**src/htrl_pkg.sv**
```systemverilog
// Shared types and constants for the HTTP request line tokenizer.
// Holds phase codes, token kinds, error codes and character constants.
// No dependencies.
package htrl_pkg;

  localparam int unsigned MAX_TOKEN_LEN = 10;
  localparam int unsigned LEN_W = 4;
  localparam int unsigned PREFIX_LEN = 5;
  localparam int unsigned PREFIX_W = 3;

  localparam logic [7:0] CH_SPACE = 8'd32;
  localparam logic [7:0] CH_DEL = 8'd127;
  localparam logic [7:0] CH_CR = 8'd13;
  localparam logic [7:0] CH_LF = 8'd10;

  localparam logic [LEN_W-1:0] LEN_MAX = {LEN_W{1'b1}};
  localparam logic [LEN_W-1:0] TOKEN_LIMIT = LEN_W'(MAX_TOKEN_LEN);

  typedef enum logic [4:0] {
    PH_IDLE    = 5'b00001,
    PH_METHOD  = 5'b00010,
    PH_URL     = 5'b00100,
    PH_VERSION = 5'b01000,
    PH_CR      = 5'b10000
  } phase_t;

  typedef enum logic [1:0] {
    KIND_NONE    = 2'd0,
    KIND_METHOD  = 2'd1,
    KIND_URL     = 2'd2,
    KIND_VERSION = 2'd3
  } kind_t;

  typedef enum logic [2:0] {
    ERR_OK       = 3'd0,
    ERR_NOT_HTTP = 3'd1,
    ERR_METHOD   = 3'd2,
    ERR_URL      = 3'd3,
    ERR_VERSION  = 3'd4,
    ERR_CR       = 3'd5
  } err_t;

  typedef enum logic {
    REG_VERIFY_HTTP    = 1'b0,
    REG_CHECK_PROTOCOL = 1'b1
  } reg_index_t;

  function automatic logic [7:0] prefix_char(input logic [PREFIX_W-1:0] idx);
    logic [7:0] ch;
    case (idx)
      3'd0: ch = 8'h48;
      3'd1: ch = 8'h54;
      3'd2: ch = 8'h54;
      3'd3: ch = 8'h50;
      3'd4: ch = 8'h2f;
      default: ch = 8'h00;
    endcase
    return ch;
  endfunction

  function automatic logic is_text(input logic [7:0] c);
    return (c >= CH_SPACE) && (c != CH_DEL);
  endfunction

  function automatic logic [LEN_W-1:0] sat_inc(input logic [LEN_W-1:0] v);
    return (v == LEN_MAX) ? LEN_MAX : v + LEN_W'(1);
  endfunction

endpackage

```
**src/http_request_line_tokenizer.sv**
```systemverilog
// HTTP request line tokenizer: tags each byte with its token and flags line end.
// Bytes pass through the input register, then the result register.
// Throughput: one byte per cycle while out_ready holds, set by the single
// phase register update per byte. Synchronous active-high reset clears the
// parse phase, counters, configuration and both valid flags.
// Depends on htrl_pkg.
module http_request_line_tokenizer (
  input  logic                  clk,
  input  logic                  rst,
  input  logic                  in_valid,
  output logic                  in_ready,
  input  logic [7:0]            byte_in,
  output logic                  out_valid,
  input  logic                  out_ready,
  output logic [7:0]            byte_out,
  output logic [1:0]            token_kind,
  output logic                  line_done,
  output logic [2:0]            error_code,
  input  logic                  cfg_we,
  input  htrl_pkg::reg_index_t  cfg_index,
  input  logic                  cfg_data
);
  import htrl_pkg::*;

  logic                verify_http;
  logic                check_protocol;

  logic                in_held;
  logic [7:0]          in_byte;
  logic                advance;

  phase_t              phase, phase_next;
  logic [LEN_W-1:0]    method_length, method_length_next;
  logic                url_seen, url_seen_next;
  logic [LEN_W-1:0]    version_length, version_length_next;
  logic [PREFIX_W-1:0] prefix_matched, prefix_matched_next;
  logic                prefix_bad, prefix_bad_next;

  kind_t               kind;
  logic                done;
  err_t                err;
  err_t                finish_err;
  logic                prefix_ok;

  assign advance  = in_held && (!out_valid || out_ready);
  assign in_ready = !in_held || advance;

  assign prefix_ok  = (prefix_matched == PREFIX_W'(PREFIX_LEN)) && !prefix_bad;
  assign finish_err = (verify_http && check_protocol && !prefix_ok) ? ERR_NOT_HTTP : ERR_OK;

  always_comb begin
    phase_next          = phase;
    method_length_next  = method_length;
    url_seen_next       = url_seen;
    version_length_next = version_length;
    prefix_matched_next = prefix_matched;
    prefix_bad_next     = prefix_bad;
    kind = KIND_NONE;
    done = 1'b0;
    err  = ERR_OK;
    case (phase)
      PH_METHOD: begin
        if (in_byte == CH_SPACE) begin
          if (method_length != '0) phase_next = PH_URL;
        end else if (is_text(in_byte)) begin
          method_length_next = sat_inc(method_length);
          if (verify_http && (method_length_next > TOKEN_LIMIT)) err = ERR_NOT_HTTP;
          else kind = KIND_METHOD;
        end else begin
          err = ERR_METHOD;
        end
      end
      PH_URL: begin
        if (in_byte == CH_SPACE) begin
          if (url_seen) phase_next = PH_VERSION;
        end else if (is_text(in_byte)) begin
          url_seen_next = 1'b1;
          kind = KIND_URL;
        end else begin
          err = ERR_URL;
        end
      end
      PH_VERSION: begin
        if (in_byte == CH_CR) begin
          phase_next = PH_CR;
        end else if (in_byte == CH_LF) begin
          err  = finish_err;
          done = (finish_err == ERR_OK);
          phase_next          = PH_IDLE;
          method_length_next  = '0;
          url_seen_next       = 1'b0;
          version_length_next = '0;
          prefix_matched_next = '0;
          prefix_bad_next     = 1'b0;
        end else if (in_byte == CH_SPACE) begin
          phase_next = phase;
        end else if (is_text(in_byte)) begin
          if (version_length < LEN_W'(PREFIX_LEN)) begin
            if (!prefix_bad && (in_byte == prefix_char(version_length[PREFIX_W-1:0])))
              prefix_matched_next = prefix_matched + PREFIX_W'(1);
            else
              prefix_bad_next = 1'b1;
          end
          version_length_next = sat_inc(version_length);
          if (verify_http && (version_length_next > TOKEN_LIMIT)) err = ERR_NOT_HTTP;
          else kind = KIND_VERSION;
        end else begin
          err = ERR_VERSION;
        end
      end
      PH_CR: begin
        if (in_byte == CH_LF) begin
          err  = finish_err;
          done = (finish_err == ERR_OK);
          phase_next          = PH_IDLE;
          method_length_next  = '0;
          url_seen_next       = 1'b0;
          version_length_next = '0;
          prefix_matched_next = '0;
          prefix_bad_next     = 1'b0;
        end else begin
          err = ERR_CR;
        end
      end
      default: begin
        phase_next          = PH_IDLE;
        method_length_next  = '0;
        url_seen_next       = 1'b0;
        version_length_next = '0;
        prefix_matched_next = '0;
        prefix_bad_next     = 1'b0;
        if (is_text(in_byte) && (in_byte != CH_SPACE)) begin
          method_length_next = LEN_W'(1);
          phase_next         = PH_METHOD;
          kind               = KIND_METHOD;
        end
      end
    endcase
    if (err != ERR_OK) begin
      phase_next          = PH_IDLE;
      method_length_next  = '0;
      url_seen_next       = 1'b0;
      version_length_next = '0;
      prefix_matched_next = '0;
      prefix_bad_next     = 1'b0;
      kind = KIND_NONE;
      done = 1'b0;
    end
  end

  always_ff @(posedge clk) begin
    if (rst) begin
      verify_http    <= 1'b0;
      check_protocol <= 1'b0;
    end else if (cfg_we) begin
      case (cfg_index)
        REG_VERIFY_HTTP:    verify_http    <= cfg_data;
        REG_CHECK_PROTOCOL: check_protocol <= cfg_data;
        default: ;
      endcase
    end
  end

  always_ff @(posedge clk) begin
    if (rst) begin
      in_held <= 1'b0;
    end else if (in_ready) begin
      in_held <= in_valid;
    end
    if (in_ready && in_valid) in_byte <= byte_in;
  end

  always_ff @(posedge clk) begin
    if (rst) begin
      phase          <= PH_IDLE;
      method_length  <= '0;
      url_seen       <= 1'b0;
      version_length <= '0;
      prefix_matched <= '0;
      prefix_bad     <= 1'b0;
    end else if (advance) begin
      phase          <= phase_next;
      method_length  <= method_length_next;
      url_seen       <= url_seen_next;
      version_length <= version_length_next;
      prefix_matched <= prefix_matched_next;
      prefix_bad     <= prefix_bad_next;
    end
  end

  always_ff @(posedge clk) begin
    if (rst) begin
      out_valid <= 1'b0;
    end else if (advance) begin
      out_valid <= 1'b1;
    end else if (out_ready) begin
      out_valid <= 1'b0;
    end
    if (advance) begin
      byte_out   <= in_byte;
      token_kind <= kind;
      line_done  <= done;
      error_code <= err;
    end
  end

endmodule

```
**config.mk**
```make
export PLATFORM = sky130hd
export DESIGN_NAME = http_request_line_tokenizer
export DESIGN_NICKNAME = d
export VERILOG_FILES = /design/src/htrl_pkg.sv /design/src/http_request_line_tokenizer.sv
export SDC_FILE = /design/constraint.sdc
export NUM_CORES = 1
export LEC_CHECK = 0
export CAP_MARGIN = 10
export CORE_ASPECT_RATIO = 2
export CORE_MARGIN = 2
export CORE_UTILIZATION = 55
export CTS_CLUSTER_SIZE = 24
export DETAILED_ROUTE_END_ITERATION = 6
export DONT_BUFFER_PORTS = 1
export HOLD_SLACK_MARGIN = 0.08
export MAX_ROUTING_LAYER = met4
export PLACE_DENSITY = 0.71
export SYNTH_ARGS = -nofsm -noshare
export SYNTH_HDL_FRONTEND = slang
export SYNTH_SLANG_ARGS = --single-unit
```
**constraint.sdc**
```tcl
create_clock -name clk -period 3.6 [get_ports clk]
set_input_delay 0.36 -clock clk [delete_from_list [all_inputs] [get_ports clk]]
set_output_delay 0.36 -clock clk [all_outputs]
set_load 0.03 [all_outputs]
```
Word level (Yosys, flattened, before mapping). Cells that the tools add are included. Widths: inputs -> output; s select.

Register bits after elaboration: 44. Output and inout port bits: 16. Input port bits: 15. Logic and storage cells: 175.

Order comparisons: 4. Add/subtract/negate cells: 3. Muxes and demuxes: 86. Equality and inequality tests: 35. Reduce and logical (&&, ||, !) cells: 31. Bitwise operators: 1.

Operator list (number): $mux 4 (13); $mux 8 (6); $mux 3 (15); $mux 5 (7); $ne 3x3->1 const B (10); $pmux 7 s4 (1); $mux 1 (25); $mux 2 (10); $ne 4x4->1 const B (5); $pmux 5 s4 (1); $eq 8x4->1 const B (2); $pmux 4 s4 (1); $reduce_and 8->1 (2); $reduce_and 5->1 (3); $pmux 3 s4 (1); $pmux 4 s3 (1); $logic_and 1x1->1 (10); $pmux 3 s3 (1); $add 4x1->4 const B (2); $eq 4x4->1 const B (2); $eq 8x6->1 const B (1); $eq 8x8->1 (1); $ge 8x6->1 const B (1); $gt 4x4->1 const B (2); other kinds (27) (37).

Logic depth before layout (Yosys ltp). Gate-level depths: netlist of run 1.

Word-level depth: 19. Mapped depth: 10. Depth with buffers taken out: 9.

Worst setup path before layout of run 1. Ideal clock, no wire load.

Path type: register -> register. Start: reg version_length[0]. End: reg prefix_matched[0]. Arrival: 2424 ps. Stages on the path, launching flop included: 10. Path buffers: 0. Required time: 3531 ps. Path slack: 1107 ps. Period minus slack after synthesis: 2493 ps. Path through: dfxtp_1 inv_1 ha_1 xor2_1 or4_1 nor4b_2 and3_1 nor3_1 or4b_1 o21ai_1.

Cells in the longest elaborated chain, start to end: 13. Elaborated cells between the ends (all ways): 37. Classes of those cells: add/sub (1); order compare (2); eq/ne (13); mux (15); reduce/logical (6).

Ends and longest elaborated chain: from (decl) (line http_request_line_tokenizer.sv:35) `logic [LEN_W-1:0] version_length, version_length_next;`; from (signal assigned) (line http_request_line_tokenizer.sv:185) `version_length <= version_length_next;`; $add 4x1->4, or another cell as far along (line htrl_pkg.sv:66) `return (v == LEN_MAX) ? LEN_MAX : v + LEN_W'(1);`; $mux 4 / $reduce_or 2->1 (equally long branches); $gt 4x4->1 / $pmux 7 s4 (equally long branches) (line http_request_line_tokenizer.sv:105, htrl_pkg.sv:50); $logic_and 1x1->1 / $mux 8 (equally long branches) (line http_request_line_tokenizer.sv:105, http_request_line_tokenizer.sv:98); $mux 1 / $mux 8 (equally long branches) (line http_request_line_tokenizer.sv:105, http_request_line_tokenizer.sv:97); $mux 3 / $mux 8 (equally long branches) (line http_request_line_tokenizer.sv:97, http_request_line_tokenizer.sv:95); $mux 3 / $mux 8 (equally long branches) (line http_request_line_tokenizer.sv:95, http_request_line_tokenizer.sv:86); $mux 3 / $mux 8 (equally long branches) (line http_request_line_tokenizer.sv:86, http_request_line_tokenizer.sv:84); $mux 3 / $mux 8 (equally long branches) (line http_request_line_tokenizer.sv:84, http_request_line_tokenizer.sv:61); $pmux 3 s4 / $eq 8x8->1 (equally long branches) (line http_request_line_tokenizer.sv:61, http_request_line_tokenizer.sv:99); $reduce_bool 3->1 / $logic_and 1x1->1 (equally long branches) (line http_request_line_tokenizer.sv:139, http_request_line_tokenizer.sv:99); $ne 4x4->1 (no line), or another cell as far along; $reduce_and 8->1 (no line); to (signal assigned) (line http_request_line_tokenizer.sv:186) `prefix_matched <= prefix_matched_next;`; to (decl) (line http_request_line_tokenizer.sv:36) `logic [PREFIX_W-1:0] prefix_matched, prefix_matched_next;`.

Parallel ways exist; a longest one is shown, timed or not. The select of a mux whose other input is x is not followed. A chain may end at the register's enable or synchronous reset.

Worst setup path in the final report of run 1. Ends and elaborated chain as after synthesis.

==> impl_metrics.toml, run 1 <==
[global_routing]
gr-usage-met2_pct = 46.5
grt-ovfl-total = 0
grt_use_total_pct = 25.4
antenna_found_initial = 0
grt_max_degree = 23
grt_pass1_vias = 1984
grt-busiest-layer = "met2"
grt_util_met1_pct = 25.6
use_met3_pct = 3.39
grt_pass1_wl_um = 9650

[cts]
cts.clk_slew.worst_paths_ps = 90
cts_tree = "done"
cts_hold_buf = 0
cts_root_buffer = "clkbuf_8"
cts.repair.resized = 0
cts_setup_buffers = 0
clock_sinks = 44
clockBufferDepth = 2
cts_max_level = 2
cts_made_buffers = 5
insertion_delay_ps = 300

[layout]
syn_to_final_growth_pct = 4.96
drive_above_1_share_pct = 8.12
instances_no_fill = 326
layout.nets = 295
num_antenna_cells = 0

[yosys]
synth_edf_count = 22
synthesis.nets = 297
synth_seq_cells = 44
yosysMostFrequentCell = "nor2_1"
synth_compound_area_share_pct = 20.7
synth_cell_types = 67
synthAdderAreaFrac_pct = 4.77
synth.area.mux_share_pct = 1.15
synth_simple_gate_area_share_pct = 25.6
synth_area_leader_cell = "edfxtp_1"
synth_flop_cell = "edfxtp_1"
netlist_instances = 272
yosys-top-cells-area = "edfxtp_1 (25%), dfxtp_1 (17%), ha_1 (4.8%)"
ys_warn_count = 0
ys_seq_area_share_pct = 42.0
yosys.area_share.xor_xnor_pct = 1.67
syn_area_sq_um = 2620
async_flop_share_pct = 0
synth_top_family_by_area = "simple AND/OR/NAND/NOR gates"
synth_top_area_share_pct = 25.2
ys_top_cells_by_count = "nor2_1 (26), nand2_1 (24), dfxtp_1 (22), edfxtp_1 (22), a21oi_1 (21)"
syn_avg_cell_area_sq_um = 9.64

[run]
drv_cap = 0

[detailed_routing]
finalWirelength_um = 6000
route.detailed.drc = 0
vias = 2076
drt-initial-drc-count = 53
routed_via_density = 6.37
dr.pass1.iters = 4
wl_per_cell_um = 18.4
drtAntennaViolNets = 0

[sta]
finalSetupTns_ps = 0
hold_viol = 0
slew_headroom_pct = 58.7
fin_crit_sh_pct = 78.0
min_period_ps = 2810
setup_viol = 0
grt_setup_unrepaired = "false"
fmax_mhz = 356
final_max_slew_viol_count = 0
skew_ps = 5.63
tightest_slew_ps = 616

[floorplanning]
die_h_um = 102
fp.dieArea_sq_um = 5370
ios = 31
start_util_pct = 57.0
coreArea_sq_um = 4600
rows = 35
die_w_um = 52.8

[setup_path]
cp_data_required_time_ps = 3840
path_max_fanout = 8
cp-startpoint = "version_length[0]$_SDFFE_PP0P_"
end_kind = "register"
cp-start-kind = "register"
rr_startpoint = "version_length[0]$_SDFFE_PP0P_"
arrival_ps = 3050
worstSetupPathType = "reg2reg"

[min_path]
hold_path_startpoint = "rst"
worstHoldPathType = "in2reg"

[power]
peakVddDrop_v = 0.000394
powerDensity_nw_per_um2 = 385
leakagePower_uw = 0.000913

[place]
dp.cells = 318
dp_hpwl_um = 4640
routabilityCongestion = 1.03
numPortBuffers = 0

[outcome]
status = "complete, no violations"
## state kept, by name (all words and copies together) (netlist names), 2 cells and up
name / cells
phase: 5
method_length: 4
token_kind: 2
byte_out: 8
in_byte: 8
prefix_matched: 3
error_code: 3
version_length: 4
## layer usage
layer	routed length, um	vias up
met5	0	-
met4	184	0
met3	119	14
met2	3440	43
met1	2260	992
li1	-	1027
## cells in the final DEF (no fill, tap or decap), types with 2 or more instances in the layout
master	count
nand4b_1	5
o21ai_0	3
nand2_1	24
and3_1	2
nand3_1	13
nand2b_1	10
nor3_1	7
a31oi_1	6
o2111ai_1	2
a21oi_1	21
nor2_1	26
a41oi_1	2
or2_1	2
and2_1	2
dfxtp_1	22
inv_1	11
or4b_1	2
mux2i_1	3
xnor2_1	4
a211oi_1	4
o211ai_1	3
nor2b_1	6
o31a_1	3
nor3b_1	2
ha_1	10
o31ai_1	3
nand4_1	3
nor4_1	3
edfxtp_1	22
clkbuf_8	5
o22ai_1	2
and4_1	2
## area by class of cell
cell class	instances	area, sq um
fillers	430	1850
inverters	12	45.0
multi-input cells	206	1410
clock buffers	5	68.8
well taps	55	68.8
repair buffers	1	7.51
clock inverters	3	46.3
flip-flops and latches	44	1100
## metrics by stage
step	hold WS (ps)	cell area [sq um]	utilization (%)	total power, uW	setup WS, ps
after global placement	432	2640	57.3	682	813
after CTS	108	2750	59.8	1070	798
after detailed placement	433	2640	57.3	683	827
final	116	2750	59.8	1060	792
after floorplan	437	2620	-	664	1110
after global routing	99.8	2750	59.8	1100	605
## path summary, 6_finish.rpt
check                                                      end  slack, ps  cells after the start
worst max-delay path            prefix_matched[0]$_SDFFE_PP0P_        790                      9
worst min-delay path               check_protocol$_SDFFE_PP0P_        120                      1
worst max register to register  prefix_matched[0]$_SDFFE_PP0P_        790                      9
worst min register to register     check_protocol$_SDFFE_PP0P_        460                      2
## worst max-delay path, stage by stage, from the launching register on
cell     delay (ps)
dfxtp_1         460
inv_1           120
ha_1            280
xor2_1          170
or4_1           440
nor4b_2         340
and3_1          250
nor3_1           90
or4b_1          520
o21ai_1          80
## logic make-up after synthesis
group,Yosys count
AO/OA/AOI/OAI,69
adder cells (fa/ha/maj),10
flip-flops,44
AND/OR/NAND/NOR,119
buffers and inverters,22
multiplexers,3
XOR/XNOR,5
## power breakdown
| part | switching [uW] | leakage, uW | internal (uW) | total [uW] |
|---|---|---|---|---|
| Clock | 179 | 0.0000548 | 209 | 388 |
| Combinational | 48.9 | 0.000467 | 33.5 | 82.4 |
| Sequential | 38.6 | 0.000391 | 550 | 589 |
| Total | 267 | 0.000913 | 793 | 1060 |
No activity file was read; power rests on OpenSTA's default activity.
==> run 2: changes to the inputs <==
==> constraint.sdc (replaced) <==
create_clock -name clk -period 2.7 [get_ports clk]
set_input_delay 0.27 -clock clk [delete_from_list [all_inputs] [get_ports clk]]
set_output_delay 0.27 -clock clk [all_outputs]
set_load 0.03 [all_outputs]
==> run 2 against run 1 <==
Effect of this change:
- global-route usage grew 1.7 points
- maximum frequency grew 8.6%
- sequential power grew 33%
- die area is the same
- power grew 37%
- sequential cell count is the same
- clock power grew 35%
- hold slack gained 1.4 ps
- non-clock buffer count grew 26
- sequential share of layout area shrank 3.2 points
- critical endpoint is now prefix_matched[2]$_SDFFE_PP0P_
==> impl_metrics.toml, run 2 (synthesis results as in run 1) <==
[sta]
min_period_ps = 2590
skew_ps = 4.73
setup_slack_ps = 113
fin_crit_sh_pct = 95.8
tightest_slew_ps = 701
hold_viol = 0
slew_headroom_pct = 53.1
finalSetupTns_ps = 0
setup_viol = 0
final_max_slew_viol_count = 0
fmax_mhz = 387

[setup_path]
cp-start-kind = "register"
arrival_ps = 2780
end_kind = "register"
path_max_fanout = 7
worstSetupPathType = "reg2reg"
ff2ff_path_depth = 8
cp_data_required_time_ps = 2890
rr_startpoint = "in_byte[7]$_DFFE_PP_"
timing.rr.end = "prefix_matched[2]$_SDFFE_PP0P_"
cp-startpoint = "in_byte[7]$_DFFE_PP_"
r2r_setup_slack_ps = 110

[layout]
drive_above_1_share_pct = 14.8
seq_area_sq_um = 1100
instances_no_fill = 352
fin_area_sq_um = 3000
largestRegisters = "byte_out x8, in_byte x8, phase x5"
layout_common_cells = "nor2_1 (26), nand2_1 (24), edfxtp_1 (22)"
layout_commonest_cell = "nor2_1"
multi_input_area_sq_um = 1440
nFillCells = 381
layout.nets = 321
num_antenna_cells = 0
syn_to_final_growth_pct = 14.4

[detailed_routing]
drt-initial-drc-count = 94
wl_per_cell_um = 18.3
route.detailed.drc = 0
vias = 2211
routed_via_density = 6.28
drtAntennaViolNets = 0
finalWirelength_um = 6450
dr.pass1.iters = 4

[cts]
clock_sinks = 44
cts.clk_slew.worst_paths_ps = 90
cts_max_level = 2
insertion_delay_ps = 300
cts_setup_buffers = 0
cts_tree = "done"
cts_root_buffer = "clkbuf_8"
clockBufferDepth = 2
cts_made_buffers = 5

[global_routing]
antenna_found_initial = 0
use_met3_pct = 2.80
grt_util_met1_pct = 26.7
gr-usage-met2_pct = 48.6
grt_pass1_vias = 2151
grt_max_degree = 18
grt-busiest-layer = "met2"
grt_pass1_wl_um = 10400
grt-ovfl-total = 0
grt_use_total_pct = 27.1

[floorplanning]
rows = 35
coreArea_sq_um = 4600
start_util_pct = 57.0
die_w_um = 52.8
fp.dieArea_sq_um = 5370
die_h_um = 102
ios = 31

[place]
dp_hpwl_um = 4780
place_area_sq_um = 2760
numPortBuffers = 0
routabilityCongestion = 0.999
post-place-ws_ps = 51.9
dp.cells = 335

[min_path]
hold_path_startpoint = "cfg_data"
hold_depth = 2
worstHoldPathType = "in2reg"
holdPathEnd = "verify_http$_SDFFE_PP0P_"

[power]
peakVddDrop_v = 0.000521
total_power_uw = 1450
leakagePower_uw = 0.00104
powerDensity_nw_per_um2 = 484

[run]
drv_cap = 0

[outcome]
status = "complete, no violations"
run 2: worst max path at each step:
| stage | end | slack (ps) | cells after the start |
|---|---|---|---|
| after floorplan | prefix_matched[0]$_SDFFE_PP0P_ | 210 | 9 |
| after global placement | prefix_matched[0]$_SDFFE_PP0P_ | 100 | 9 |
| after detailed placement | prefix_matched[0]$_SDFFE_PP0P_ | 50 | 9 |
| after CTS | prefix_matched[0]$_SDFFE_PP0P_ | 30 | 9 |
| after global routing | prefix_matched[0]$_SDFFE_PP0P_ | -40 | 8 |
| final | prefix_matched[2]$_SDFFE_PP0P_ | 110 | 8 |
run 2: area by class of cell:
| type | instances | area share (%) |
|---|---|---|
| clock inverters | 3 | 1.54 |
| well taps | 55 | 2.30 |
| inverters | 12 | 1.50 |
| clock buffers | 5 | 2.30 |
| repair buffers | 27 | 7.51 |
| flip-flops and latches | 44 | 36.8 |
| multi-input cells | 206 | 48.0 |
run 2: per-layer routing:
layer  part of all wire [%]  vias up  wire length, um
met5                      0        -                0
met1                     36     1038             2290
li1                       -     1081                -
met2                     56       67             3630
met3                    2.4       25              155
met4                    5.8        0              375
run 2: through the flow:
stage / utilization [%] / hold WS (ps)
after floorplan: - / 369
after global placement: 60.1 / 342
after detailed placement: 60.1 / 344
after CTS: 64.6 / 86.6
after global routing: 65.2 / 121
final: 65.2 / 117
run 2: power breakdown:
| part | switching [uW] | internal (uW) |
|---|---|---|
| clock | 243 | 279 |
| sequential | 48.4 | 734 |
| combinational | 82.4 | 63.4 |
| total | 374 | 1080 |
run 2: repair_timing:
item | 4_1_cts | 5_1_grt
endpoints found under the setup margin | 0 | 9
resized for setup | 0 | 7
hold buffers | 9 | 0
hold endpoints to repair | 25 | 0
run 2: worst max-delay path, stage by stage (launching register included):
cell      delay, ps
edfxtp_1        480
or4_4           550
nor4_1          260
buf_4           180
nor3_1           60
o21a_1          170
o41ai_4         530
nor3b_1         120
mux2i_1         130
==> run 3: changes to the inputs <==
--- a/config.mk
+++ b/config.mk
@@ -5,16 +5,17 @@
 export SDC_FILE = /design/constraint.sdc
 export NUM_CORES = 1
 export LEC_CHECK = 0
+export ABC_AREA = 1
 export CAP_MARGIN = 10
 export CORE_ASPECT_RATIO = 2
 export CORE_MARGIN = 2
-export CORE_UTILIZATION = 55
+export CORE_UTILIZATION = 45
 export CTS_CLUSTER_SIZE = 24
 export DETAILED_ROUTE_END_ITERATION = 6
 export DONT_BUFFER_PORTS = 1
 export HOLD_SLACK_MARGIN = 0.08
 export MAX_ROUTING_LAYER = met4
-export PLACE_DENSITY = 0.71
+export PLACE_DENSITY = 0.61
 export SYNTH_ARGS = -nofsm -noshare
 export SYNTH_HDL_FRONTEND = slang
 export SYNTH_SLANG_ARGS = --single-unit
==> run 3 against run 2 <==
Effect of this change:
- combinational power rose by 32%
- non-clock buffer count down 17
- first-iteration DRC count is 37% lower
- largest power group unchanged
- highest routed layer unchanged
==> impl_metrics.toml, run 3 <==
[min_path]
hold_path_startpoint = "rst"
hold_depth = 3
holdPathEnd = "prefix_matched[0]$_SDFFE_PP0P_"
worstHoldPathType = "in2reg"

[setup_path]
cpMaxStageDelayCell = "dfxtp_1"
crit_buf_inv = 1
cp_top_family = "simple AND/OR/NAND/NOR gates"
path_cells = "ha_1 > ha_1 > nand3_1 > nand2_1 > nor2_1 > nand2_1 > nand2_1 > nand2_2 > nand4_1 > nand2_1 > nor2_8 > nand2_4 > inv_4 > nand2_2 > a21oi_2"
ff2ff_path_depth = 15
crit_path_frequent_cell = "nand2_1"
arrival_ps = 2560
path_max_fanout = 6
cp_data_required_time_ps = 2930
timing.rr.end = "prefix_bad$_SDFFE_PP0P_"
rr_startpoint = "version_length[0]$_SDFFE_PP0P_"
cp-start-kind = "register"
worstSetupPathType = "reg2reg"
max_stage_delay_ps = 440
r2r_setup_slack_ps = 370
end_kind = "register"

[power]
leakagePower_uw = 0.00124
powerDensity_nw_per_um2 = 527
peakVddDrop_v = 0.000545

[detailed_routing]
routed_via_density = 5.36
drtAntennaViolNets = 0
finalWirelength_um = 5830
dr.pass1.iters = 4
vias = 2155
route.detailed.drc = 0
drt-initial-drc-count = 59
wl_per_cell_um = 14.5

[layout]
instances_no_fill = 402
syn_to_final_growth_pct = 11.1
drive_above_1_share_pct = 19.6
num_antenna_cells = 0
largestRegisters = "byte_out x8, in_byte x8, phase x5"
layout_common_cells = "nand2_1 (67), inv_1 (35), nor2_1 (35)"
layout.nets = 365
layout_commonest_cell = "nand2_1"

[cts]
insertion_delay_ps = 290
cts_root_buffer = "clkbuf_16"
cts_max_level = 2
cts.clk_slew.worst_paths_ps = 60
cts_made_buffers = 5
cts_setup_buffers = 0
clock_sinks = 44
cts_tree = "done"
clockBufferDepth = 2

[floorplanning]
fp.dieArea_sq_um = 6600
coreArea_sq_um = 5710
die_w_um = 58.4
rows = 39
die_h_um = 113
start_util_pct = 46.7
ios = 31

[global_routing]
grt_pass1_wl_um = 9720
antenna_found_initial = 0
grt_use_total_pct = 20.2
grt_pass1_vias = 2179
grt_max_degree = 25
grt-ovfl-total = 0

[sta]
setup_viol = 0
hold_viol = 0
slew_headroom_pct = 71.5
grt_setup_unrepaired = "false"
finalSetupTns_ps = 0
tightest_slew_ps = 427
min_period_ps = 2330
setup_slack_ps = 369
fin_crit_sh_pct = 86.3
fmax_mhz = 429
final_max_slew_viol_count = 0
skew_ps = 5.00

[outcome]
status = "complete, no violations"

[yosys]
synth_seq_cells = 44
synth_flop_cell = "edfxtp_1"
async_flop_share_pct = 0
yosys-top-cells-area = "edfxtp_1 (25%), dfxtp_1 (17%), nand2_1 (9.4%)"
ys_top_cells_by_count = "nand2_1 (67), inv_1 (35), nor2_1 (35)"
syn_area_sq_um = 2670
synth_cell_types = 35
synthesis.nets = 352
yosysMostFrequentCell = "nand2_1"
syn_avg_cell_area_sq_um = 8.16
netlist_instances = 327
synth_top_area_share_pct = 24.8
synth_area_leader_cell = "edfxtp_1"
ys_warn_count = 0
ys_seq_area_share_pct = 41.3
synth_edf_count = 22

[place]
dp.cells = 385
numPortBuffers = 0
post-place-ws_ps = 385
dp_hpwl_um = 4650
routabilityCongestion = 0.897

[run]
drv_cap = 0
==> run 3: cell types whose count changed after synthesis, moves of 10 or more <==
cell	previous run	this run
nand2_1	24	67
nand2b_1	10	0
nor2_2	0	12
inv_1	11	35
==> run 3: layer usage <==
| layer | track usage, % | share of wire (%) | vias to the layer above | wire [um] |
|---|---|---|---|---|
| met2 | 37.7 | 59 | 41 | 3430 |
| met5 | - | 0 | - | 0 |
| met3 | 3.77 | 2.5 | 18 | 145 |
| met4 | 12.1 | 4.7 | 0 | 272 |
| met1 | 17.4 | 34 | 997 | 1980 |
| li1 | - | - | 1099 | - |
==> run 3: per-stage QoR <==
stage	instance area (sq um)	power [uW]	utilization, %	hold slack (ps)
finish	2960	1560	51.9	132
global route	2960	1640	51.9	141
CTS	2960	1580	51.9	132
detailed placement	2740	993	47.9	338
floorplan	2670	952	-	369
global placement	2740	990	47.9	335
==> run 3: layout make-up <==
class | instances | area [sq um]
multi-input combinational | 234 | 1380
sequential | 44 | 1100
clock buffer | 5 | 125
clock inverter | 3 | 13.8
fill | 552 | 2750
timing repair buffer | 10 | 97.6
tap | 61 | 76.3
inverter | 45 | 174
==> run 3: timing repair <==
action	4_1_cts	5_1_grt
gates resized for setup	0	0
hold buffers	9	0
hold endpoints to repair	15	0
==> run 3: worst max-delay path by stage <==
stage | endpoint | startpoint | slack, ps | cells after the start
6_report | prefix_bad$_SDFFE_PP0P_ | version_length[0]$_SDFFE_PP0P_ | 370 | 15
5_1_grt | prefix_matched[1]$_SDFFE_PP0P_ | version_length[2]$_SDFFE_PP0P_ | 100 | 15
4_1_cts | prefix_bad$_SDFFE_PP0P_ | version_length[0]$_SDFFE_PP0P_ | 370 | 15
3_5_place_dp | prefix_matched[0]$_SDFFE_PP0P_ | version_length[0]$_SDFFE_PP0P_ | 380 | 14
3_3_place_gp | prefix_bad$_SDFFE_PP0P_ | version_length[0]$_SDFFE_PP0P_ | 430 | 15
2_1_floorplan | version_length[0]$_SDFFE_PP0P_ | version_length[0]$_SDFFE_PP0P_ | 640 | 16
==> run 3: where the power goes <==
group	internal (uW)	switching, uW	leakage (uW)	total [uW]
clock network	336	238	0.0000710	573
logic	71.3	122	0.000779	193
registers	742	54.2	0.000393	797
total	1150	414	0.00124	1560
==> run 3: cells by family after synthesis <==
family	share of synthesized area (%)
adder cells (fa/ha/maj)	4.69
AO/OA/AOI/OAI	8.68
flip-flops	41.3
buffers and inverters	7.27
AND/OR/NAND/NOR	36.8
XOR/XNOR	1.31
==> run 3: worst reg2reg max path: stages (launching register included) <==
cell and delay (ps):
dfxtp_1 440, ha_1 230, ha_1 250, nand3_1 90, nand2_1 50, nor2_1 170
nand2_1 70, nand2_1 70, nand2_2 80, nand4_1 150, nand2_1 160, nor2_8 170
nand2_4 90, inv_4 100, nand2_2 50, a21oi_2 100
